`config.mk`:
```
export PLATFORM = sky130hd
export DESIGN_NAME = vae_cell
export DESIGN_NICKNAME = d
export VERILOG_FILES = /design/src/hw/rtl/vae_pkg.sv /design/src/hw/rtl/vae_cell.sv
export SDC_FILE = /design/constraint.sdc
export NUM_CORES = 1
export LEC_CHECK = 0
export ABC_AREA = 1
export BUFFER_PORTS_ARGS = -buffer_cell sky130_fd_sc_hd__buf_4
export CAP_MARGIN = 25
export CORE_UTILIZATION = 34
export CTS_BUF_LIST = sky130_fd_sc_hd__clkbuf_8
export DETAILED_ROUTE_END_ITERATION = 16
export GPL_TIMING_DRIVEN = 0
export HOLD_SLACK_MARGIN = 0.12
export PLACE_DENSITY = 0.56
export SLEW_MARGIN = 5
export SYNTH_ARGS = -nofsm -noshare
export SYNTH_HDL_FRONTEND = slang
export SYNTH_SLANG_ARGS = --single-unit
```
`constraint.sdc`:
```
create_clock -name clk -period 3.4 [get_ports clk]
set_clock_uncertainty 0.15 [all_clocks]
set_input_delay 0.17 -clock clk [delete_from_list [all_inputs] [get_ports clk]]
set_output_delay 0.17 -clock clk [all_outputs]
set_load 0.02 [all_outputs]
```
`src/hw/rtl/vae_pkg.sv`:
```
`default_nettype none
// ----------------------------------------------------------------------------
// Voice allocator envelope package
// Shared constants, tables, codes and the token that walks the voice chain.
// ----------------------------------------------------------------------------
package vae_pkg;

  localparam int VOICE_COUNT     = 48;
  localparam int LEVEL_FRAC_BITS = 16;

  localparam int IDX_W   = $clog2(VOICE_COUNT);
  localparam int VOICE_W = 6;
  localparam int NOTE_W  = 7;
  localparam int VEL_W   = 7;
  localparam int TIME_W  = 16;
  localparam int RATE_W  = 16;
  localparam int MODE_W  = 2;
  localparam int HZ_W    = 14;
  localparam int PEAK_W  = 13;
  localparam int NOTE_COUNT = 128;
  localparam int VEL_COUNT  = 128;

  // Level is fixed point; a level never exceeds the largest peak.
  localparam int LEVEL_W  = PEAK_W + LEVEL_FRAC_BITS;
  localparam int RAW_W    = 2 * RATE_W;
  localparam int UP_SHIFT = (LEVEL_FRAC_BITS >= 16) ? LEVEL_FRAC_BITS - 16 : 0;
  localparam int DN_SHIFT = (LEVEL_FRAC_BITS < 16) ? 16 - LEVEL_FRAC_BITS : 0;
  localparam int STEP_W   = RAW_W + UP_SHIFT;
  localparam int SUM_W    = ((LEVEL_W > STEP_W) ? LEVEL_W : STEP_W) + 1;

  // Steal candidates need a whole level below this bound.
  localparam int LIMIT_W     = 15;
  localparam int STEAL_LIMIT = 32767;

  // Configuration register indexes.
  localparam int CFG_IDX_W = 2;
  localparam logic [CFG_IDX_W-1:0] REG_ATTACK  = 2'd0;
  localparam logic [CFG_IDX_W-1:0] REG_RELEASE = 2'd1;
  localparam logic [CFG_IDX_W-1:0] REG_HOLD    = 2'd2;

  // Input kinds.
  localparam logic [MODE_W-1:0] MODE_ON   = 2'd0;
  localparam logic [MODE_W-1:0] MODE_OFF  = 2'd1;
  localparam logic [MODE_W-1:0] MODE_TICK = 2'd2;

  typedef enum logic [2:0] {
    OP_NONE,
    OP_ON,
    OP_OFF,
    OP_TICK,
    OP_STEAL
  } op_t;

  typedef enum logic [2:0] {
    ST_IDLE,
    ST_RATE,
    ST_SCAN,
    ST_STEAL,
    ST_DONE
  } state_t;

  // Request travelling from cell to cell, one cell per cycle.
  typedef struct packed {
    logic                  valid;
    op_t                   op;
    logic                  hold;
    logic [HZ_W-1:0]       hz;
    logic [PEAK_W-1:0]     peak;
    logic [STEP_W-1:0]     up;
    logic [STEP_W-1:0]     down;
    logic                  found;
    logic [IDX_W-1:0]      idx;
    logic                  best_valid;
    logic [PEAK_W-1:0]     best_whole;
    logic [IDX_W-1:0]      best_idx;
  } tok_t;

  typedef logic [HZ_W-1:0]   hz_rom_t   [NOTE_COUNT];
  typedef logic [PEAK_W-1:0] peak_rom_t [NOTE_COUNT];

  localparam hz_rom_t NOTE_HZ = '{
    14'd8, 14'd9, 14'd9, 14'd10, 14'd10, 14'd11, 14'd12, 14'd12,
    14'd13, 14'd14, 14'd15, 14'd15, 14'd16, 14'd17, 14'd18, 14'd19,
    14'd21, 14'd22, 14'd23, 14'd24, 14'd26, 14'd28, 14'd29, 14'd31,
    14'd33, 14'd35, 14'd37, 14'd39, 14'd41, 14'd44, 14'd46, 14'd49,
    14'd52, 14'd55, 14'd58, 14'd62, 14'd65, 14'd69, 14'd73, 14'd78,
    14'd82, 14'd87, 14'd92, 14'd98, 14'd104, 14'd110, 14'd117, 14'd123,
    14'd131, 14'd139, 14'd147, 14'd156, 14'd165, 14'd175, 14'd185, 14'd196,
    14'd208, 14'd220, 14'd233, 14'd247, 14'd262, 14'd277, 14'd294, 14'd311,
    14'd330, 14'd349, 14'd370, 14'd392, 14'd415, 14'd440, 14'd466, 14'd494,
    14'd523, 14'd554, 14'd587, 14'd622, 14'd659, 14'd698, 14'd740, 14'd784,
    14'd831, 14'd880, 14'd932, 14'd988, 14'd1047, 14'd1109, 14'd1175, 14'd1245,
    14'd1319, 14'd1397, 14'd1480, 14'd1568, 14'd1661, 14'd1760, 14'd1865, 14'd1976,
    14'd2093, 14'd2217, 14'd2349, 14'd2489, 14'd2637, 14'd2794, 14'd2960, 14'd3136,
    14'd3322, 14'd3520, 14'd3729, 14'd3951, 14'd4186, 14'd4435, 14'd4699, 14'd4978,
    14'd5274, 14'd5588, 14'd5920, 14'd6272, 14'd6645, 14'd7040, 14'd7459, 14'd7902,
    14'd8372, 14'd8870, 14'd9397, 14'd9956, 14'd10548, 14'd11175, 14'd11840, 14'd12544
  };

  // Integer square root, evaluated only while building constant tables.
  function automatic int unsigned isqrt(int unsigned v);
    int unsigned r;
    int unsigned b;
    int unsigned x;
    r = 0;
    b = 32'h4000_0000;
    x = v;
    while (b > x) b = b >> 2;
    while (b != 0) begin
      if (x >= r + b) begin
        x = x - (r + b);
        r = (r >> 1) + b;
      end else begin
        r = r >> 1;
      end
      b = b >> 2;
    end
    return r;
  endfunction

  // Peak for a free voice: 60 times the square root of the note frequency.
  function automatic peak_rom_t build_note_peak();
    peak_rom_t t;
    for (int n = 0; n < NOTE_COUNT; n++) begin
      t[n] = PEAK_W'(isqrt(3600 * int'(NOTE_HZ[n])));
    end
    return t;
  endfunction

  // Peak for a stolen voice: velocity scaled to 4096 at full scale of 100.
  function automatic peak_rom_t build_vel_peak();
    peak_rom_t t;
    for (int v = 0; v < VEL_COUNT; v++) begin
      t[v] = PEAK_W'((v * 4096) / 100);
    end
    return t;
  endfunction

  localparam peak_rom_t NOTE_PEAK = build_note_peak();
  localparam peak_rom_t VEL_PEAK  = build_vel_peak();

  // Rate times elapsed time, rescaled to the level's fraction bits.
  function automatic logic [STEP_W-1:0] scale_step(logic [RAW_W-1:0] raw);
    logic [STEP_W-1:0] s;
    s = STEP_W'(raw) << UP_SHIFT;
    return s >> DN_SHIFT;
  endfunction

endpackage
`default_nettype wire

```
`src/hw/rtl/vae_cell.sv`:
```
`default_nettype none
// ----------------------------------------------------------------------------
// Voice cell
// Holds one voice and applies the passing request to it, then forwards it.
// ----------------------------------------------------------------------------
module vae_cell (
  input  wire logic                       clk,
  input  wire logic                       rst,
  input  wire logic [vae_pkg::IDX_W-1:0]  pos,
  input  wire vae_pkg::tok_t              tok_in,
  output vae_pkg::tok_t                   tok_out
);

  logic                            gate;
  logic                            gate_next;
  logic [vae_pkg::LEVEL_W-1:0]     level;
  logic [vae_pkg::LEVEL_W-1:0]     level_next;
  logic [vae_pkg::PEAK_W-1:0]      peak;
  logic [vae_pkg::PEAK_W-1:0]      peak_next;
  logic [vae_pkg::HZ_W-1:0]        hz;
  logic [vae_pkg::HZ_W-1:0]        hz_next;
  vae_pkg::tok_t                   tok_next;
  logic [vae_pkg::PEAK_W-1:0]      whole;
  logic [vae_pkg::SUM_W-1:0]       top;
  logic [vae_pkg::SUM_W-1:0]       sum;
  logic [vae_pkg::SUM_W-1:0]       lvl_wide;
  logic [vae_pkg::SUM_W-1:0]       down_wide;
  logic                            free;
  logic                            beats_best;

  always_comb begin
    whole      = level[vae_pkg::LEVEL_W-1 -: vae_pkg::PEAK_W];
    top        = vae_pkg::SUM_W'(peak) << vae_pkg::LEVEL_FRAC_BITS;
    lvl_wide   = vae_pkg::SUM_W'(level);
    down_wide  = vae_pkg::SUM_W'(tok_in.down);
    sum        = lvl_wide + vae_pkg::SUM_W'(tok_in.up);
    free       = !gate && (level == '0);
    beats_best = !gate
              && (vae_pkg::LIMIT_W'(whole) < vae_pkg::LIMIT_W'(vae_pkg::STEAL_LIMIT))
              && (!tok_in.best_valid || (whole < tok_in.best_whole));
  end

  always_comb begin
    tok_next   = tok_in;
    gate_next  = gate;
    level_next = level;
    peak_next  = peak;
    hz_next    = hz;
    if (tok_in.valid) begin
      unique case (tok_in.op)
        vae_pkg::OP_ON: begin
          if (free && !tok_in.found) begin
            gate_next      = 1'b1;
            peak_next      = tok_in.peak;
            hz_next        = tok_in.hz;
            tok_next.found = 1'b1;
            tok_next.idx   = pos;
          end
          if (beats_best) begin
            tok_next.best_valid = 1'b1;
            tok_next.best_whole = whole;
            tok_next.best_idx   = pos;
          end
        end
        vae_pkg::OP_OFF: begin
          if (gate && (hz == tok_in.hz) && !tok_in.found) begin
            gate_next      = 1'b0;
            tok_next.found = 1'b1;
            tok_next.idx   = pos;
          end
        end
        vae_pkg::OP_TICK: begin
          if (gate) begin
            if (sum > top) begin
              level_next = vae_pkg::LEVEL_W'(top);
              if (!tok_in.hold) begin
                gate_next = 1'b0;
              end
            end else begin
              level_next = vae_pkg::LEVEL_W'(sum);
            end
          end else if (down_wide >= lvl_wide) begin
            level_next = '0;
          end else begin
            level_next = vae_pkg::LEVEL_W'(lvl_wide - down_wide);
          end
        end
        vae_pkg::OP_STEAL: begin
          if (tok_in.idx == pos) begin
            gate_next = 1'b1;
            peak_next = tok_in.peak;
            hz_next   = tok_in.hz;
          end
        end
        vae_pkg::OP_NONE: begin
        end
        default: begin
        end
      endcase
    end
  end

  always_ff @(posedge clk) begin
    if (rst) begin
      gate    <= 1'b0;
      level   <= '0;
      tok_out <= '0;
    end else begin
      gate    <= gate_next;
      level   <= level_next;
      tok_out <= tok_next;
    end
  end

  always_ff @(posedge clk) begin
    peak <= peak_next;
    hz   <= hz_next;
  end

endmodule
`default_nettype wire

```
Word-level counts from Yosys, hierarchy flattened
Index checks and enable logic that the tools add are counted.
Widths: inputs -> output; s select.

word-level totals
  register bits after elaboration = 180
  bits in latches = 0
  memory bits (writable) = 0
  memory bits (read-only) = 0
  bits of input ports = 131
  word-level logic and storage cells = 67
  memories kept = 0

cells by class
  add/sub/neg operators = 2
  multipliers = 0
  divide/modulo/power cells = 0
  $lt $le $gt $ge = 3
  eq/ne operators = 9
  shifts and indexed selects = 0
  muxes and demuxes = 22
  bitwise gates (word level) = 0
  reduce and logical (&&, ||, !) cells = 15

operator list
  operator            number
  $mux 29             3
  $mux 20             2
  $add 29x32->33      1
  $gt 33x29->1        1
  $ge 32x29->1        1
  $logic_not 29->1    1
  $sub 29x29->29      1
  $mux 14             2
  $pmux 14 s2         1
  $mux 27             1
  $mux 13             2
  $pmux 13 s2         1
  $eq 14x14->1        1
  $mux 7              2
  $pmux 7 s2          1
  $lt 13x13->1        1
  $eq 3x2->1 const B  2
  $eq 6x6->1          1
  $mux 1              6
  $ne 2x2->1 const B  3
  $logic_and 1x1->1   5
  $reduce_and 5->1    1
  $pmux 1 s4          1
  $reduce_and 4->1    1
  7 further kinds     9

Logic depth before layout (Yosys ltp)
  depth after elaboration = 6
  mapped depth = 32
  depth with buffers taken out = 32

Worst setup path before layout
Ideal clock, no wire load.

  path kind = reg-to-reg
  from = reg level[0] (netlist bit)
  to = reg level[24] (netlist bit)
  arrival time = 3.513 ns
  required time = 3.180 ns
  path slack = -0.333 ns
  stages on the path, launching flop included = 29
  period minus slack after synthesis = 3.733 ns
  path through = dfxtp_1 > ha_1 > inv_1 > fa_1 > inv_1 > nand3_1 > nand3_2 > nand2_1 > nand2_1 > nand3_1 > nand3_1 > nand2_1 > nand2_1 > xor2_1 > inv_1 > ha_1 > nand2_1 > nor3_1 > nand4_1 > nor2_1 > nand3_1 > nor2_1 > nand3_2 > nand2_4 > nand3_4 > buf_2 > nand2_1 > nand3_1 > a21oi_1

on the way
  longest elaborated chain between the ends = 4

RTL lines
  what                      line             RTL
  start: declaration        vae_cell.sv:16   logic [vae_pkg::LEVEL_W-1:0] level;
  start signal: assignment  vae_cell.sv:110  level <= level_next;
  $add 29x32->33            vae_cell.sv:36   sum = lvl_wide + vae_pkg::SUM_W'(tok_in.up);
  $gt 33x29->1              vae_cell.sv:74   if (sum > top) begin
  $mux 29                   vae_cell.sv:74
  $mux 29 *                 vae_cell.sv:73   if (gate) begin

Every way passes the cells marked *; elsewhere a longest branch is shown, timed or not.
A chain may end at the register's enable or synchronous reset.

Worst setup path after layout
  from = in tok_in[68] (netlist bit)
  to = reg level[3] (netlist bit)

on the way
  longest elaborated chain between the ends = 4

RTL lines
  what                line            RTL
  start: declaration  vae_cell.sv:10  input wire vae_pkg::tok_t tok_in,
  $add 29x32->33      vae_cell.sv:36
  $gt 33x29->1        vae_cell.sv:74
  $mux 29             vae_cell.sv:74
  $mux 29             vae_cell.sv:73

No other way between the ends.

==> flow_summary.toml <==
[route]
drt_first_pass_iters = 5
totalWireLength_um = 38900
via_count = 11900
routedWlPerCell_um = 15.6
drt_iter0_drc = 652
antenna_left = 0
drc = 0
vias_per_cell = 4.77

[timing]
maxSlewHeadroom = 0.258
fmax_ghz = 0.249
maxSlewViolCount = 0
fin_crit_ps = 4020
period_share = 1.18
setup_viol = 30
final.setup.tns_ps = -16300
hold_viol_final = 0
rsz0062_at_grt = "true"
tightest_slew_ps = 1100
setup_ws_ps = -623

[floorplan]
fp.dieH_um = 184
initial_core_util = 0.345
ioPinCount = 254
die_area_um2 = 33700
row_count = 66
die_x_um = 184
coreArea_um2 = 32500

[logic_synthesis]
ys.flop_type = "dfxtp_1"
async_flop_share = 0
yosysUniqueCellTypes = 47
yosysWarningCount = 0
synth_edf_count = 27
synth-seq-cells = 180
syn_inst = 1587
synth-seq-area-share = 0.345
synthesis.area_um2 = 11200
avgSynthCellArea_um2 = 7.07
syn_nets = 1831

[critical_path]
r2r_start = "level[9]$_SDFFE_PP0P_"
slowest_delay_ps = 590
critPathArrivalTime_ps = 4310
crit_path_end_kind = "register"
start_kind = "input port"
crit_start = "tok_in[68]"
crit_fanout = 6
crit_type = "input port to register"
critPathSlowestCell = "dlygate4sd3_1"
cp.required_ps = 3690
cp_common_cell = "nand2_1"

[finish]
drive_above_1_share = 0.247
diodes = 0
areaGrowthSynthToFinish_pct = 47.8
nets = 2279

[grt]
grt_util_all_layers = 0.227
grt-ovfl-total = 0
grt_max_degree = 21
grt_pass1_wl_um = 59100
antenna_found_initial = 0
grt_pass1_vias = 11500

[clock_network]
cts_buffers = 17
cts_buffer_depth = 2
htreeDepth = 4
cts_tree = "yes"
clk_latency_ps = 510
cts.clk_slew.worst_paths_ps = 100
ctsRootBufferMaster = "clkbuf_8"
cts.sinks = 180

[worst_hold_path]
min_path_type = "input port to register"
min_from = "tok_in[65]"

[power_and_ir_drop]
power.density_nw_per_um2 = 326
vdd_drop_max_mv = 0.353
p_leak_uw = 0.00814

[status]
status = "complete, but fails checks"
violations = "negative setup slack"

[placed_design]
dp_slack_ps = -1110
dp_hpwl_um = 30200
gp_congestion = 0.915
portBuffers = 253

[flow_run]
cap_violations = 0
## cell usage in the layout, fill, tap and decap left out, drive strengths merged, types with 9 or more instances in the layout
cell	netlist	final
inv	283	293
xor2	22	22
nand3	75	75
buf	9	296
o21ai	89	89
nor4	9	9
nand2	285	285
nor3	15	15
nand4	34	34
clkbuf	24	42
xnor2	25	25
edfxtp	27	27
a21oi	139	139
nor2	230	230
ha	111	111
dlygate4sd3	0	142
dfxtp	153	153
## flip-flops by register name (all words and copies together) (netlist names)
register,count
level,29
hz,14
peak,13
tok_out,123
gate,1
## cell type report
type	instances	area, um^2
flip-flops and latches	180	3950
multi-input cells	1090	6820
inverters	284	1070
clock buffers	18	248
well taps	442	553
plain buffers	33	155
clock inverters	14	180
repair buffers	429	3600
fillers	3267	16000
## final timing paths
check	endpoint	slack, ps	cells past startpoint
worst max-delay path	level[3]$_SDFFE_PP0P_	-620	26
worst min-delay path	level[6]$_SDFFE_PP0P_	150	7
worst max register to register	level[3]$_SDFFE_PP0P_	-620	24
worst min register to register	level[8]$_SDFFE_PP0P_	450	2
## report_power, final
| part | internal, uW | switching [uW] | total (uW) |
|---|---|---|---|
| clock | 711 | 926 | 1640 |
| combinational | 653 | 810 | 1460 |
| sequential | 2250 | 54.9 | 2300 |
## synthesized netlist by cell type (5+ instances only)
master / instances / share of area
nand3_1: 71 / 0.032
nand2_2: 5 / 0.0028
xnor2_1: 25 / 0.020
xor2_1: 22 / 0.017
nor4_1: 9 / 0.0050
inv_1: 278 / 0.093
dfxtp_1: 153 / 0.27
o21a_1: 6 / 0.0040
clkbuf_1: 24 / 0.0080
nor3_1: 15 / 0.0067
nand2_1: 279 / 0.093
a21oi_1: 137 / 0.061
ha_1: 111 / 0.12
edfxtp_1: 27 / 0.072
nand4_1: 33 / 0.018
a21o_1: 7 / 0.0047
nor2_1: 223 / 0.075
inv_2: 5 / 0.0017
buf_2: 7 / 0.0031
o211ai_1: 6 / 0.0040
a31oi_1: 5 / 0.0028
o21ai_0: 88 / 0.039
## timing repair
item                       in CTS  in global routing
pin swaps                      18                 28
gates cloned                    1                  0
resized for setup              76                116
hold endpoints to repair      165                  0
hold buffers                  142                  0
setup endpoints to repair      30                 32
buffers inserted               20                 12
## through the flow
stage / cell area [um^2] / std cells / total power [uW] / utilization / hold WS (ps)
6_report: 16600 / 2490 / 5400 / 0.509 / 149
4_1_cts: 16000 / 2478 / 5380 / 0.492 / 121
3_5_place_dp: 13700 / 2283 / 3530 / 0.422 / 209
2_1_floorplan: 11300 / 1587 / 3040 / - / 119
3_3_place_gp: 13700 / 2282 / 3520 / 0.422 / 210
5_1_grt: 16600 / 2490 / 5670 / 0.509 / 170
## metal layers
layer	share of wire	global-route usage
met1	0.47	0.307
met2	0.46	0.374
met3	0.048	0.0285
met4	0.020	0.0730
met5	0	0
## critical path: cells and delay by family
kind	cells	cell delay, ps
XOR/XNOR	1	180
adder cells (fa/ha/maj)	2	660
AND/OR/NAND/NOR	16	1900
buffers and inverters	4	890
AO/OA/AOI/OAI	3	500
## logic make-up after synthesis
group / Yosys count / synth area share
adder cells (fa/ha/maj): 113 / 0.127
buffers and inverters: 317 / 0.108
XOR/XNOR: 47 / 0.0367
flip-flops: 180 / 0.345
AO/OA/AOI/OAI: 272 / 0.132
AND/OR/NAND/NOR: 658 / 0.251
Note: power is estimated with default switching activity, not from simulation.
