$ cat src/hw/rtl/vae_pkg.sv
`default_nettype none
// ----------------------------------------------------------------------------
// Voice allocator envelope package
// Shared constants, tables, codes and the token that walks the voice chain.
// ----------------------------------------------------------------------------
package vae_pkg;

  localparam int VOICE_COUNT     = 48;
  localparam int LEVEL_FRAC_BITS = 16;

  localparam int IDX_W   = $clog2(VOICE_COUNT);
  localparam int VOICE_W = 6;
  localparam int NOTE_W  = 7;
  localparam int VEL_W   = 7;
  localparam int TIME_W  = 16;
  localparam int RATE_W  = 16;
  localparam int MODE_W  = 2;
  localparam int HZ_W    = 14;
  localparam int PEAK_W  = 13;
  localparam int NOTE_COUNT = 128;
  localparam int VEL_COUNT  = 128;

  // Level is fixed point; a level never exceeds the largest peak.
  localparam int LEVEL_W  = PEAK_W + LEVEL_FRAC_BITS;
  localparam int RAW_W    = 2 * RATE_W;
  localparam int UP_SHIFT = (LEVEL_FRAC_BITS >= 16) ? LEVEL_FRAC_BITS - 16 : 0;
  localparam int DN_SHIFT = (LEVEL_FRAC_BITS < 16) ? 16 - LEVEL_FRAC_BITS : 0;
  localparam int STEP_W   = RAW_W + UP_SHIFT;
  localparam int SUM_W    = ((LEVEL_W > STEP_W) ? LEVEL_W : STEP_W) + 1;

  // Steal candidates need a whole level below this bound.
  localparam int LIMIT_W     = 15;
  localparam int STEAL_LIMIT = 32767;

  // Configuration register indexes.
  localparam int CFG_IDX_W = 2;
  localparam logic [CFG_IDX_W-1:0] REG_ATTACK  = 2'd0;
  localparam logic [CFG_IDX_W-1:0] REG_RELEASE = 2'd1;
  localparam logic [CFG_IDX_W-1:0] REG_HOLD    = 2'd2;

  // Input kinds.
  localparam logic [MODE_W-1:0] MODE_ON   = 2'd0;
  localparam logic [MODE_W-1:0] MODE_OFF  = 2'd1;
  localparam logic [MODE_W-1:0] MODE_TICK = 2'd2;

  typedef enum logic [2:0] {
    OP_NONE,
    OP_ON,
    OP_OFF,
    OP_TICK,
    OP_STEAL
  } op_t;

  typedef enum logic [2:0] {
    ST_IDLE,
    ST_RATE,
    ST_SCAN,
    ST_STEAL,
    ST_DONE
  } state_t;

  // Request travelling from cell to cell, one cell per cycle.
  typedef struct packed {
    logic                  valid;
    op_t                   op;
    logic                  hold;
    logic [HZ_W-1:0]       hz;
    logic [PEAK_W-1:0]     peak;
    logic [STEP_W-1:0]     up;
    logic [STEP_W-1:0]     down;
    logic                  found;
    logic [IDX_W-1:0]      idx;
    logic                  best_valid;
    logic [PEAK_W-1:0]     best_whole;
    logic [IDX_W-1:0]      best_idx;
  } tok_t;

  typedef logic [HZ_W-1:0]   hz_rom_t   [NOTE_COUNT];
  typedef logic [PEAK_W-1:0] peak_rom_t [NOTE_COUNT];

  localparam hz_rom_t NOTE_HZ = '{
    14'd8, 14'd9, 14'd9, 14'd10, 14'd10, 14'd11, 14'd12, 14'd12,
    14'd13, 14'd14, 14'd15, 14'd15, 14'd16, 14'd17, 14'd18, 14'd19,
    14'd21, 14'd22, 14'd23, 14'd24, 14'd26, 14'd28, 14'd29, 14'd31,
    14'd33, 14'd35, 14'd37, 14'd39, 14'd41, 14'd44, 14'd46, 14'd49,
    14'd52, 14'd55, 14'd58, 14'd62, 14'd65, 14'd69, 14'd73, 14'd78,
    14'd82, 14'd87, 14'd92, 14'd98, 14'd104, 14'd110, 14'd117, 14'd123,
    14'd131, 14'd139, 14'd147, 14'd156, 14'd165, 14'd175, 14'd185, 14'd196,
    14'd208, 14'd220, 14'd233, 14'd247, 14'd262, 14'd277, 14'd294, 14'd311,
    14'd330, 14'd349, 14'd370, 14'd392, 14'd415, 14'd440, 14'd466, 14'd494,
    14'd523, 14'd554, 14'd587, 14'd622, 14'd659, 14'd698, 14'd740, 14'd784,
    14'd831, 14'd880, 14'd932, 14'd988, 14'd1047, 14'd1109, 14'd1175, 14'd1245,
    14'd1319, 14'd1397, 14'd1480, 14'd1568, 14'd1661, 14'd1760, 14'd1865, 14'd1976,
    14'd2093, 14'd2217, 14'd2349, 14'd2489, 14'd2637, 14'd2794, 14'd2960, 14'd3136,
    14'd3322, 14'd3520, 14'd3729, 14'd3951, 14'd4186, 14'd4435, 14'd4699, 14'd4978,
    14'd5274, 14'd5588, 14'd5920, 14'd6272, 14'd6645, 14'd7040, 14'd7459, 14'd7902,
    14'd8372, 14'd8870, 14'd9397, 14'd9956, 14'd10548, 14'd11175, 14'd11840, 14'd12544
  };

  // Integer square root, evaluated only while building constant tables.
  function automatic int unsigned isqrt(int unsigned v);
    int unsigned r;
    int unsigned b;
    int unsigned x;
    r = 0;
    b = 32'h4000_0000;
    x = v;
    while (b > x) b = b >> 2;
    while (b != 0) begin
      if (x >= r + b) begin
        x = x - (r + b);
        r = (r >> 1) + b;
      end else begin
        r = r >> 1;
      end
      b = b >> 2;
    end
    return r;
  endfunction

  // Peak for a free voice: 60 times the square root of the note frequency.
  function automatic peak_rom_t build_note_peak();
    peak_rom_t t;
    for (int n = 0; n < NOTE_COUNT; n++) begin
      t[n] = PEAK_W'(isqrt(3600 * int'(NOTE_HZ[n])));
    end
    return t;
  endfunction

  // Peak for a stolen voice: velocity scaled to 4096 at full scale of 100.
  function automatic peak_rom_t build_vel_peak();
    peak_rom_t t;
    for (int v = 0; v < VEL_COUNT; v++) begin
      t[v] = PEAK_W'((v * 4096) / 100);
    end
    return t;
  endfunction

  localparam peak_rom_t NOTE_PEAK = build_note_peak();
  localparam peak_rom_t VEL_PEAK  = build_vel_peak();

  // Rate times elapsed time, rescaled to the level's fraction bits.
  function automatic logic [STEP_W-1:0] scale_step(logic [RAW_W-1:0] raw);
    logic [STEP_W-1:0] s;
    s = STEP_W'(raw) << UP_SHIFT;
    return s >> DN_SHIFT;
  endfunction

endpackage
`default_nettype wire

$ cat src/hw/rtl/vae_ctrl.sv
`default_nettype none
// ----------------------------------------------------------------------------
// Voice allocator control
// Takes transactions and configuration, launches requests into the voice
// chain, collects them at its end and presents the result.
// ----------------------------------------------------------------------------
module vae_ctrl (
  input  wire logic                          clk,
  input  wire logic                          rst,
  input  wire logic                          s_tvalid,
  output logic                               s_tready,
  input  wire logic [31:0]                   s_tdata,
  input  wire logic [vae_pkg::MODE_W-1:0]    s_tuser,
  output logic                               m_tvalid,
  input  wire logic                          m_tready,
  output logic [7:0]                         m_tdata,
  input  wire logic                          cfg_we,
  input  wire logic [vae_pkg::CFG_IDX_W-1:0] cfg_index,
  input  wire logic [vae_pkg::RATE_W-1:0]    cfg_wdata,
  output vae_pkg::tok_t                      launch,
  input  wire vae_pkg::tok_t                 ret
);

  vae_pkg::state_t                 state;
  vae_pkg::state_t                 state_next;
  logic [vae_pkg::RATE_W-1:0]      attack;
  logic [vae_pkg::RATE_W-1:0]      release_rate;
  logic                            hold;
  vae_pkg::op_t                    op_q;
  logic [vae_pkg::HZ_W-1:0]        hz_q;
  logic [vae_pkg::PEAK_W-1:0]      peak_note_q;
  logic [vae_pkg::PEAK_W-1:0]      peak_vel_q;
  logic [vae_pkg::TIME_W-1:0]      elapsed_q;
  logic [vae_pkg::NOTE_W-1:0]      in_note;
  logic [vae_pkg::VEL_W-1:0]       in_vel;
  logic [vae_pkg::TIME_W-1:0]      in_elapsed;
  vae_pkg::op_t                    in_op;
  logic [vae_pkg::RAW_W-1:0]       raw_up;
  logic [vae_pkg::RAW_W-1:0]       raw_dn;
  logic                            steal_needed;
  logic                            out_free;
  logic                            fire_scan;
  logic                            fire_steal;
  logic                            capture_res;
  logic                            load_out;
  logic                            res_found_c;
  logic                            res_stolen_c;
  logic [vae_pkg::IDX_W-1:0]       res_idx_c;
  logic                            res_found;
  logic                            res_stolen;
  logic [vae_pkg::VOICE_W-1:0]     res_voice;

  assign in_note    = s_tdata[6:0];
  assign in_vel     = s_tdata[13:7];
  assign in_elapsed = s_tdata[29:14];

  // A note on with zero velocity is handled as a note off.
  always_comb begin
    unique case (s_tuser)
      vae_pkg::MODE_ON:   in_op = (in_vel == '0) ? vae_pkg::OP_OFF : vae_pkg::OP_ON;
      vae_pkg::MODE_OFF:  in_op = vae_pkg::OP_OFF;
      vae_pkg::MODE_TICK: in_op = vae_pkg::OP_TICK;
      default:            in_op = vae_pkg::OP_NONE;
    endcase
  end

  assign raw_up = vae_pkg::RAW_W'(attack) * vae_pkg::RAW_W'(elapsed_q);
  assign raw_dn = vae_pkg::RAW_W'(release_rate) * vae_pkg::RAW_W'(elapsed_q);

  assign steal_needed = (op_q == vae_pkg::OP_ON) && !ret.found && ret.best_valid;
  assign out_free     = !m_tvalid || m_tready;

  always_comb begin
    res_found_c  = ((op_q == vae_pkg::OP_ON) || (op_q == vae_pkg::OP_OFF))
                && (ret.found || steal_needed);
    res_stolen_c = steal_needed;
    res_idx_c    = ret.found ? ret.idx : (steal_needed ? ret.best_idx : '0);
  end

  // Next state.
  always_comb begin
    state_next = state;
    unique case (state)
      vae_pkg::ST_IDLE:  if (s_tvalid) state_next = vae_pkg::ST_RATE;
      vae_pkg::ST_RATE:  state_next = vae_pkg::ST_SCAN;
      vae_pkg::ST_SCAN: begin
        if (ret.valid) begin
          state_next = steal_needed ? vae_pkg::ST_STEAL : vae_pkg::ST_DONE;
        end
      end
      vae_pkg::ST_STEAL: if (ret.valid) state_next = vae_pkg::ST_DONE;
      vae_pkg::ST_DONE:  if (out_free) state_next = vae_pkg::ST_IDLE;
      default:           state_next = vae_pkg::ST_IDLE;
    endcase
  end

  // Control strobes.
  always_comb begin
    s_tready    = (state == vae_pkg::ST_IDLE);
    fire_scan   = (state == vae_pkg::ST_RATE);
    capture_res = (state == vae_pkg::ST_SCAN) && ret.valid;
    fire_steal  = capture_res && steal_needed;
    load_out    = (state == vae_pkg::ST_DONE) && out_free;
  end

  always_ff @(posedge clk) begin
    if (rst) begin
      state        <= vae_pkg::ST_IDLE;
      attack       <= '0;
      release_rate <= '0;
      hold         <= 1'b0;
      m_tvalid     <= 1'b0;
    end else begin
      state        <= state_next;
      if (cfg_we) begin
        unique case (cfg_index)
          vae_pkg::REG_ATTACK:  attack       <= cfg_wdata;
          vae_pkg::REG_RELEASE: release_rate <= cfg_wdata;
          vae_pkg::REG_HOLD:    hold         <= cfg_wdata[0];
          default: begin
          end
        endcase
      end
      if (load_out) begin
        m_tvalid <= 1'b1;
      end else if (m_tready) begin
        m_tvalid <= 1'b0;
      end
    end
  end

  always_ff @(posedge clk) begin
    launch.valid <= !rst && (fire_scan || fire_steal);
    if (s_tvalid && s_tready) begin
      op_q        <= in_op;
      hz_q        <= vae_pkg::NOTE_HZ[in_note];
      peak_note_q <= vae_pkg::NOTE_PEAK[in_note];
      peak_vel_q  <= vae_pkg::VEL_PEAK[in_vel];
      elapsed_q   <= in_elapsed;
    end
    if (fire_scan) begin
      launch.op         <= op_q;
      launch.hold       <= hold;
      launch.hz         <= hz_q;
      launch.peak       <= peak_note_q;
      launch.up         <= vae_pkg::scale_step(raw_up);
      launch.down       <= vae_pkg::scale_step(raw_dn);
      launch.found      <= 1'b0;
      launch.idx        <= '0;
      launch.best_valid <= 1'b0;
      launch.best_whole <= '0;
      launch.best_idx   <= '0;
    end else if (fire_steal) begin
      launch.op    <= vae_pkg::OP_STEAL;
      launch.peak  <= peak_vel_q;
      launch.idx   <= ret.best_idx;
      launch.found <= 1'b0;
    end
    if (capture_res) begin
      res_found  <= res_found_c;
      res_stolen <= res_stolen_c;
      res_voice  <= res_found_c ? vae_pkg::VOICE_W'(res_idx_c) : '0;
    end
    if (load_out) begin
      m_tdata <= {res_stolen, res_found, res_voice};
    end
  end

  // Requests only come back while one is outstanding.
  a_ret_when_busy: assert property (@(posedge clk) disable iff (rst)
    ret.valid |-> (state == vae_pkg::ST_SCAN || state == vae_pkg::ST_STEAL))
    else $error("voice chain returned a request while none was outstanding");

  // A steal pass follows only a note on that found no free voice.
  a_steal_cause: assert property (@(posedge clk) disable iff (rst)
    fire_steal |-> (op_q == vae_pkg::OP_ON && !ret.found && ret.best_valid))
    else $error("steal pass launched without a steal candidate");

  // A stolen voice is always a found voice.
  a_stolen_found: assert property (@(posedge clk) disable iff (rst)
    m_tvalid |-> (!m_tdata[7] || m_tdata[6]))
    else $error("stolen flag set without found");

  // Without a voice the reported index is zero.
  a_none_zero: assert property (@(posedge clk) disable iff (rst)
    (m_tvalid && !m_tdata[6]) |-> (m_tdata[5:0] == '0))
    else $error("nonzero voice reported with found clear");

  // A launch goes out only for one cycle at a time.
  a_launch_pulse: assert property (@(posedge clk) disable iff (rst)
    launch.valid |=> !launch.valid)
    else $error("launch held for more than one cycle");

endmodule
`default_nettype wire

$ cat config.mk
export PLATFORM = sky130hd
export DESIGN_NAME = vae_ctrl
export DESIGN_NICKNAME = d
export VERILOG_FILES = /design/src/hw/rtl/vae_pkg.sv /design/src/hw/rtl/vae_ctrl.sv
export SDC_FILE = /design/constraint.sdc
export NUM_CORES = 2
export LEC_CHECK = 0
export ABC_AREA = 1
export ABC_CLOCK_PERIOD_IN_PS = 5820
export BUFFER_PORTS_ARGS = -buffer_cell sky130_fd_sc_hd__clkbuf_2
export CORE_MARGIN = 2
export CORE_UTILIZATION = 55
export DETAILED_ROUTE_END_ITERATION = 6
export PLACE_DENSITY = 0.75
export SETUP_SLACK_MARGIN = 0.4
export SKIP_CTS_REPAIR_TIMING = 1
export SLEW_MARGIN = 5
export SYNTH_ARGS = -nofsm -noshare
export SYNTH_HDL_FRONTEND = slang
export SYNTH_SLANG_ARGS = --single-unit
$ cat constraint.sdc
create_clock -name clk -period 5.82 [get_ports clk]
set_clock_uncertainty 0.05 [all_clocks]
set_input_delay 0.291 -clock clk [delete_from_list [all_inputs] [get_ports clk]]
set_output_delay 0.291 -clock clk [all_outputs]
set_load 0.01 [all_outputs]
-- After elaboration in Yosys (flattened, before gate mapping)
Memories as Yosys holds them, arrays and structs flattened. A register that Yosys moved wholly into a read port is not among the register bits.
Cells that the tools add are included.
- ROM bits: 5120
- logic and storage cells: 81
- memories: 3
- bits in registers: 174
- multiplexer cells: 16
- equality and inequality tests: 14
- reduce and logical (&&, ||, !) cells: 25
- multipliers: 2
- bitwise logic cells: 2
- memory list (memory ; depth ; bits a word ; read ports ; clocked after Yosys merged registers in ; wr ports ; RTL line ; RTL):
    (name not given) ; 128 ; 14 ; 1 ; 1 ; 0 ; vae_ctrl.sv:136 ; hz_q <= vae_pkg::NOTE_HZ[in_note];
    (name not given) ; 128 ; 13 ; 1 ; 1 ; 0 ; vae_ctrl.sv:138 ; peak_vel_q <= vae_pkg::VEL_PEAK[in_vel];
    (name not given) ; 128 ; 13 ; 1 ; 1 ; 0 ; vae_ctrl.sv:137 ; peak_note_q <= vae_pkg::NOTE_PEAK[in_note];
- operators by type and width (operator ; number):
    $mul 16x16->32 ; 2
    $mux 13 ; 2
    $mux 3 ; 7
    $not 7->8 ; 2
    $pmux 3 s5 ; 1
    $mux 6 ; 2
    $eq 3x2->1 const B ; 3
    $logic_and 1x1->1 ; 8
    $ne 2x2->1 const B ; 4
    $logic_not 7->1 ; 1
    $eq 3x1->1 const B ; 2
    $pmux 2 s3 ; 1
    $reduce_and 2->1 ; 3
    $eq 2x1->1 const B ; 2
    $eq 2x2->1 const B ; 2
    $logic_not 2->1 ; 2
    $logic_or 1x1->1 ; 4
    $reduce_and 4->1 ; 1
    $reduce_bool 2->1 ; 2
    $eq 3x3->1 const B ; 1
    $logic_not 1->1 ; 3
    $logic_not 3->1 ; 1
    $mux 1 ; 2
    $mux 2 ; 1

-- Longest topological paths before layout
- word-level depth: 6
- gate-level depth with buffers: 27
- mapped depth without buffers: 25

-- Least setup slack after synthesis
OpenSTA, ideal clock, no wires.
- path kind: reg-to-reg
- start point: reg attack[7] in the netlist's numbering
- end point: reg launch[90] in the netlist's numbering, data pin
- data arrival time: 5068 ps
- setup slack: 449 ps
- cell stages (with the launch flop): 23
- data required time: 5518 ps
- path buffers: 2
- clock period less this slack: 5371 ps
- setup time: 252 ps
- path through: dfxtp_1 > clkbuf_1 > clkbuf_1 > nand2_1 > fa_1 > inv_1 > fa_1 > inv_1 > fa_1 > inv_1 > fa_1 > fa_1 > inv_1 > fa_1 > inv_1 > ha_1 > nand2_1 > nor2_1 > nand3_1 > nand3_1 > nand2_1 > nand3_1 > nand2_1
- word-level cells in the longest chain between the ends: 1
- ends and longest elaborated chain (element ; RTL line ; RTL):
    start: declaration ; vae_ctrl.sv:26 ; logic [vae_pkg::RATE_W-1:0] attack;
    start signal: assignment ; vae_ctrl.sv:117 ; vae_pkg::REG_ATTACK: attack <= cfg_wdata;
    $mul 16x16->32 ; vae_ctrl.sv:67 ; assign raw_up = vae_pkg::RAW_W'(attack) * vae_pkg::RAW_W'(elapsed_q);
    via raw_up, one bit ; vae_ctrl.sv:38 ; logic [vae_pkg::RAW_W-1:0] raw_up;
    end: declaration ; vae_ctrl.sv:20 ; output vae_pkg::tok_t launch,
The timed path passes the listed nets, and every way through them passes these cells.
A chain may end at the register's enable or synchronous reset.

-- Worst setup path after layout
- start point: reg elapsed_q[3] in the netlist's numbering
- end point: reg launch[41] in the netlist's numbering, data pin
- word-level cells in the longest chain between the ends: 1
- ends and longest elaborated chain (element ; RTL line ; RTL):
    start: declaration ; vae_ctrl.sv:33 ; logic [vae_pkg::TIME_W-1:0] elapsed_q;
    start signal: assignment ; vae_ctrl.sv:139 ; elapsed_q <= in_elapsed;
    $mul 16x16->32 ; vae_ctrl.sv:68 ; assign raw_dn = vae_pkg::RAW_W'(release_rate) * vae_pkg::RAW_W'(elapsed_q);
    via raw_dn, one bit ; vae_ctrl.sv:39 ; logic [vae_pkg::RAW_W-1:0] raw_dn;
The timed path passes the listed nets, and every way through them passes these cells.

==> results.txt <==
The run finished with clean final reports. The per-instance average area after synthesis came out at 7.33 µm². The number of input and output port buffers inserted is 181. The highest routing layer actually used is met5.

The peak clock frequency supported by timing is 0.178 GHz. At the pin with the least slew margin, the transition time is 1.04 ns. The area added between synthesis and finish is 16.4%. The worst IR drop on VDD is 259 µV. The maximum number of pins on one net before global-route repair came out at 70.

In the post-synthesis netlist, the cell with the most instances is sky130_fd_sc_hd__nand2_1. The setup check on the worst reg-to-reg path leaves a slack of 0.20 ns. The number of detailed-route iterations in the first pass came out at 6. The number of antenna violations at the first check in global routing is 7. In this run, synthesis produced a sequential element count of 213. The maximum root-to-sink buffer count is 3.

The H-tree level count is 1. By area the synthesized netlist is led by sky130_fd_sc_hd__fa_1 (26%), sky130_fd_sc_hd__edfxtp_1 (17%), sky130_fd_sc_hd__nand2_1 (17%). Synthesis instantiated 50 different standard cells from the library. The routed design uses 7610 µm of met3 wire. The detailed-route via count is 27400. The smallest clock period supported by the final layout is computed as 5.62 ns. The final max-slew violation count came to 0. The final clock period utilization by the worst path came out at 96.6%.

The synthesized netlist occupies a cell area of 0.0303 mm². The root buffer cell chosen for the clock tree is sky130_fd_sc_hd__clkbuf_16. The fraction of the yosys area taken by sequential cells came out at 19.7%. Multiplexer cells account for 0% of the synthesized area. The first global-routing pass estimated 132000 µm of wire. The post-synthesis share of cell area spent on full adders, half adders and majority gates came out at 35.5%. The category of the worst setup path capture point is a flop. The die covers 0.0569 mm². The post-detailed-route DRC marker count came out at 0. The simple-gate portion of the synthesized area is 23.6%. The count of yosys warnings during synthesis is 0.

The overall fraction of global-route tracks in use is 29.2%. The reported max-cap violation count came out at 0. The fraction of registers with async set/reset came out at 0%. In this run, the number of DRC markers left after iteration 0 of detailed routing was 2573. The source-to-sink clock delay at the later pin of the worst-skew pair is 0.60 ns.

The worst hold path belongs to the class input port to flop. The xor/xnor cell area share of the yosys netlist is 1.07%. The boundary pin count is 313. The floorplan step defined a core boundary enclosing 0.0541 mm².

The sum of met2 wire segment lengths after detailed routing is 42400 µm. Ranked by instance count, the synthesized netlist is headed by sky130_fd_sc_hd__nand2_1 (1344), sky130_fd_sc_hd__inv_1 (947), sky130_fd_sc_hd__fa_1 (388), sky130_fd_sc_hd__ha_1 (238), sky130_fd_sc_hd__nor2_1 (236). The die boundary height came out at 239 µm. The via count normalized by instance count came out at 5.40.

In this run, CTS created clock tree buffers numbering 27. Counting flops with a built-in enable in the synthesized netlist gives 169. Among all flip-flop cells after synthesis, the most frequent one is sky130_fd_sc_hd__edfxtp_1.

The number of cells on the worst hold path came out at 3. The synthesized design spends more area on one cell type than any other, namely sky130_fd_sc_hd__fa_1. The post-route total power is 0.00926 W. The leakage power figure came out at 19.8 nW.

The setup slack at placement is 0.242 ns. Setup repair after global routing could not meet its margin everywhere. The cell count after placement is 4916.

The TritonCTS clock tree is done. The clock-pin transition on the worst setup and hold timing paths is 0.07 ns. The total congestion overflow came out at 0. The cell area power density came out at 263 mW/mm².

The number of endpoints failing setup at the final stage is 0. In the final layout, the share of cells above drive strength 1 is 15.2%. The number of global-route vias before repair came out at 25600. The number of clock sinks seen by CTS came out at 213. The total count of hold-check failures in the final report is 0. For this configuration, the core starts out at a cell density of 55.9%. For this block, wires on met1 add up to 35400 µm. The overall routed net length came out at 89300 µm.

The final net count is 5159. Synthesis produced 4129 cells. The detail route stage leaves a number of antenna-violating nets equal to 0.

The floorplan die width came out at 239 µm. The compound-gate portion of the synthesized area is 5.30%. Data on the critical path is required at its endpoint by 6.10 ns.

The HPWL reported at the end of detailed placement came out at 63400 µm. By area, the combinational part of the netlist is dominated by adder cells. The critical path arrival came out at 5.90 ns. The post-layout worst setup margin came out at 0.200 ns. The depth of the most critical reg-to-reg path came out at 19.

The final estimated routing congestion in global placement is 0.971. The final-layout worst hold slack came out at 0.00525 ns. The highest net fanout along the worst path came out at 16. The share of the synthesized area in the top cell type came out at 25.7%.

The relative slew slack is 30.2%. The total negative slack for setup checks came out at 0 ns. The critical path is of the flop to flop type. The number of rows created at floorplan is 85. The number of cells in the finished layout apart from fillers is 5074. The worst setup path is launched from a flop. After detailed routing, the average wire length per cell comes to 17.6 µm.
[final timing paths]
path                                              from                            to
worst max-delay path            elapsed_q[3]$_DFFE_PP_          launch[41]$_DFFE_PP_
worst min-delay path                      cfg_wdata[0]  release_rate[0]$_SDFFE_PP0P_
worst max register to register  elapsed_q[3]$_DFFE_PP_          launch[41]$_DFFE_PP_
worst min register to register  hz_q[11]$_SDFFCE_PP0P_         launch[115]$_DFFE_PP_
[per-stage QoR]
| stage | utilization (%) | area (µm²) |
|---|---|---|
| floorplan | - | 30300 |
| global placement | 59.1 | 32000 |
| detailed placement | 59.1 | 32000 |
| CTS | 61.0 | 33000 |
| global route | 65.0 | 35200 |
| finish | 65.0 | 35200 |
[cell usage in the layout (no fill, tap or decap), types with 57 or more instances in the layout]
| cell type | instances |
|---|---|
| sky130_fd_sc_hd__nor2_1 | 207 |
| sky130_fd_sc_hd__inv_2 | 57 |
| sky130_fd_sc_hd__a21oi_1 | 99 |
| sky130_fd_sc_hd__inv_1 | 896 |
| sky130_fd_sc_hd__edfxtp_1 | 169 |
| sky130_fd_sc_hd__nand2_1 | 1244 |
| sky130_fd_sc_hd__buf_4 | 111 |
| sky130_fd_sc_hd__o21ai_0 | 116 |
| sky130_fd_sc_hd__clkbuf_2 | 181 |
| sky130_fd_sc_hd__nand3_1 | 148 |
| sky130_fd_sc_hd__nand2_2 | 79 |
| sky130_fd_sc_hd__fa_1 | 381 |
| sky130_fd_sc_hd__ha_1 | 216 |
[where the power goes]
part           leakage, nW  switching [W]  internal [W]
combinational         17.4        0.00311       0.00189
clock                0.506       0.000749       0.00122
sequential            1.97       0.000134       0.00216
[layer usage]
| layer | track usage, % | up-vias |
|---|---|---|
| li1 | - | 12700 |
| met1 | 38.6 | 13100 |
| met2 | 48.5 | 1270 |
| met3 | 5.10 | 286 |
| met4 | 10.6 | 4 |
| met5 | 0 | - |
[layout make-up]
class	count	area, µm²
Clock buffer	29	683
Inverter	957	3600
Sequential cell	213	5980
Multi-Input combinational cell	2785	20900
Timing Repair Buffer	369	2790
Clock inverter	20	352
Fill cell	4569	18900
Antenna cell	5	12.5
Tap cell	696	871
[cells by family (layout without fill, tap and decap cells)]
logic type / Yosys count / in the layout
simple gates: 1807 / 1807
fa+ha+maj: 626 / 626
compound gates: 294 / 294
xor+xnor: 37 / 37
other cells: 1 / 26
buf+inv: 1151 / 1375
flops: 213 / 213
[sequential cells by signal, summed over array words and instances (netlist names)]
| signal | count |
|---|---|
| launch | 102 |
| attack | 16 |
| elapsed_q | 16 |
| release_rate | 16 |
| hz_q | 14 |
| peak_note_q | 13 |
| peak_vel_q | 13 |
| m_tdata | 8 |
| res_voice | 6 |
| state | 3 |
| op_q | 2 |
| hold | 1 |
| m_tvalid | 1 |
| res_found | 1 |
| res_stolen | 1 |
[worst max-delay path, stage by stage (launching register included)]
cell                       delay, ns
sky130_fd_sc_hd__edfxtp_1       0.51
sky130_fd_sc_hd__buf_12         0.20
sky130_fd_sc_hd__nand2_1        0.11
sky130_fd_sc_hd__fa_1           0.51
sky130_fd_sc_hd__fa_1           0.51
sky130_fd_sc_hd__inv_1          0.05
sky130_fd_sc_hd__fa_1           0.50
sky130_fd_sc_hd__inv_1          0.06
sky130_fd_sc_hd__fa_1           0.47
sky130_fd_sc_hd__fa_1           0.50
sky130_fd_sc_hd__fa_1           0.55
sky130_fd_sc_hd__inv_2          0.06
sky130_fd_sc_hd__ha_4           0.27
sky130_fd_sc_hd__nand2_4        0.09
sky130_fd_sc_hd__inv_2          0.05
sky130_fd_sc_hd__nand2_2        0.06
sky130_fd_sc_hd__nand2_2        0.07
sky130_fd_sc_hd__nand3b_1       0.31
sky130_fd_sc_hd__buf_4          0.24
sky130_fd_sc_hd__xor2_2         0.17
(Power assumes the default switching activity.)
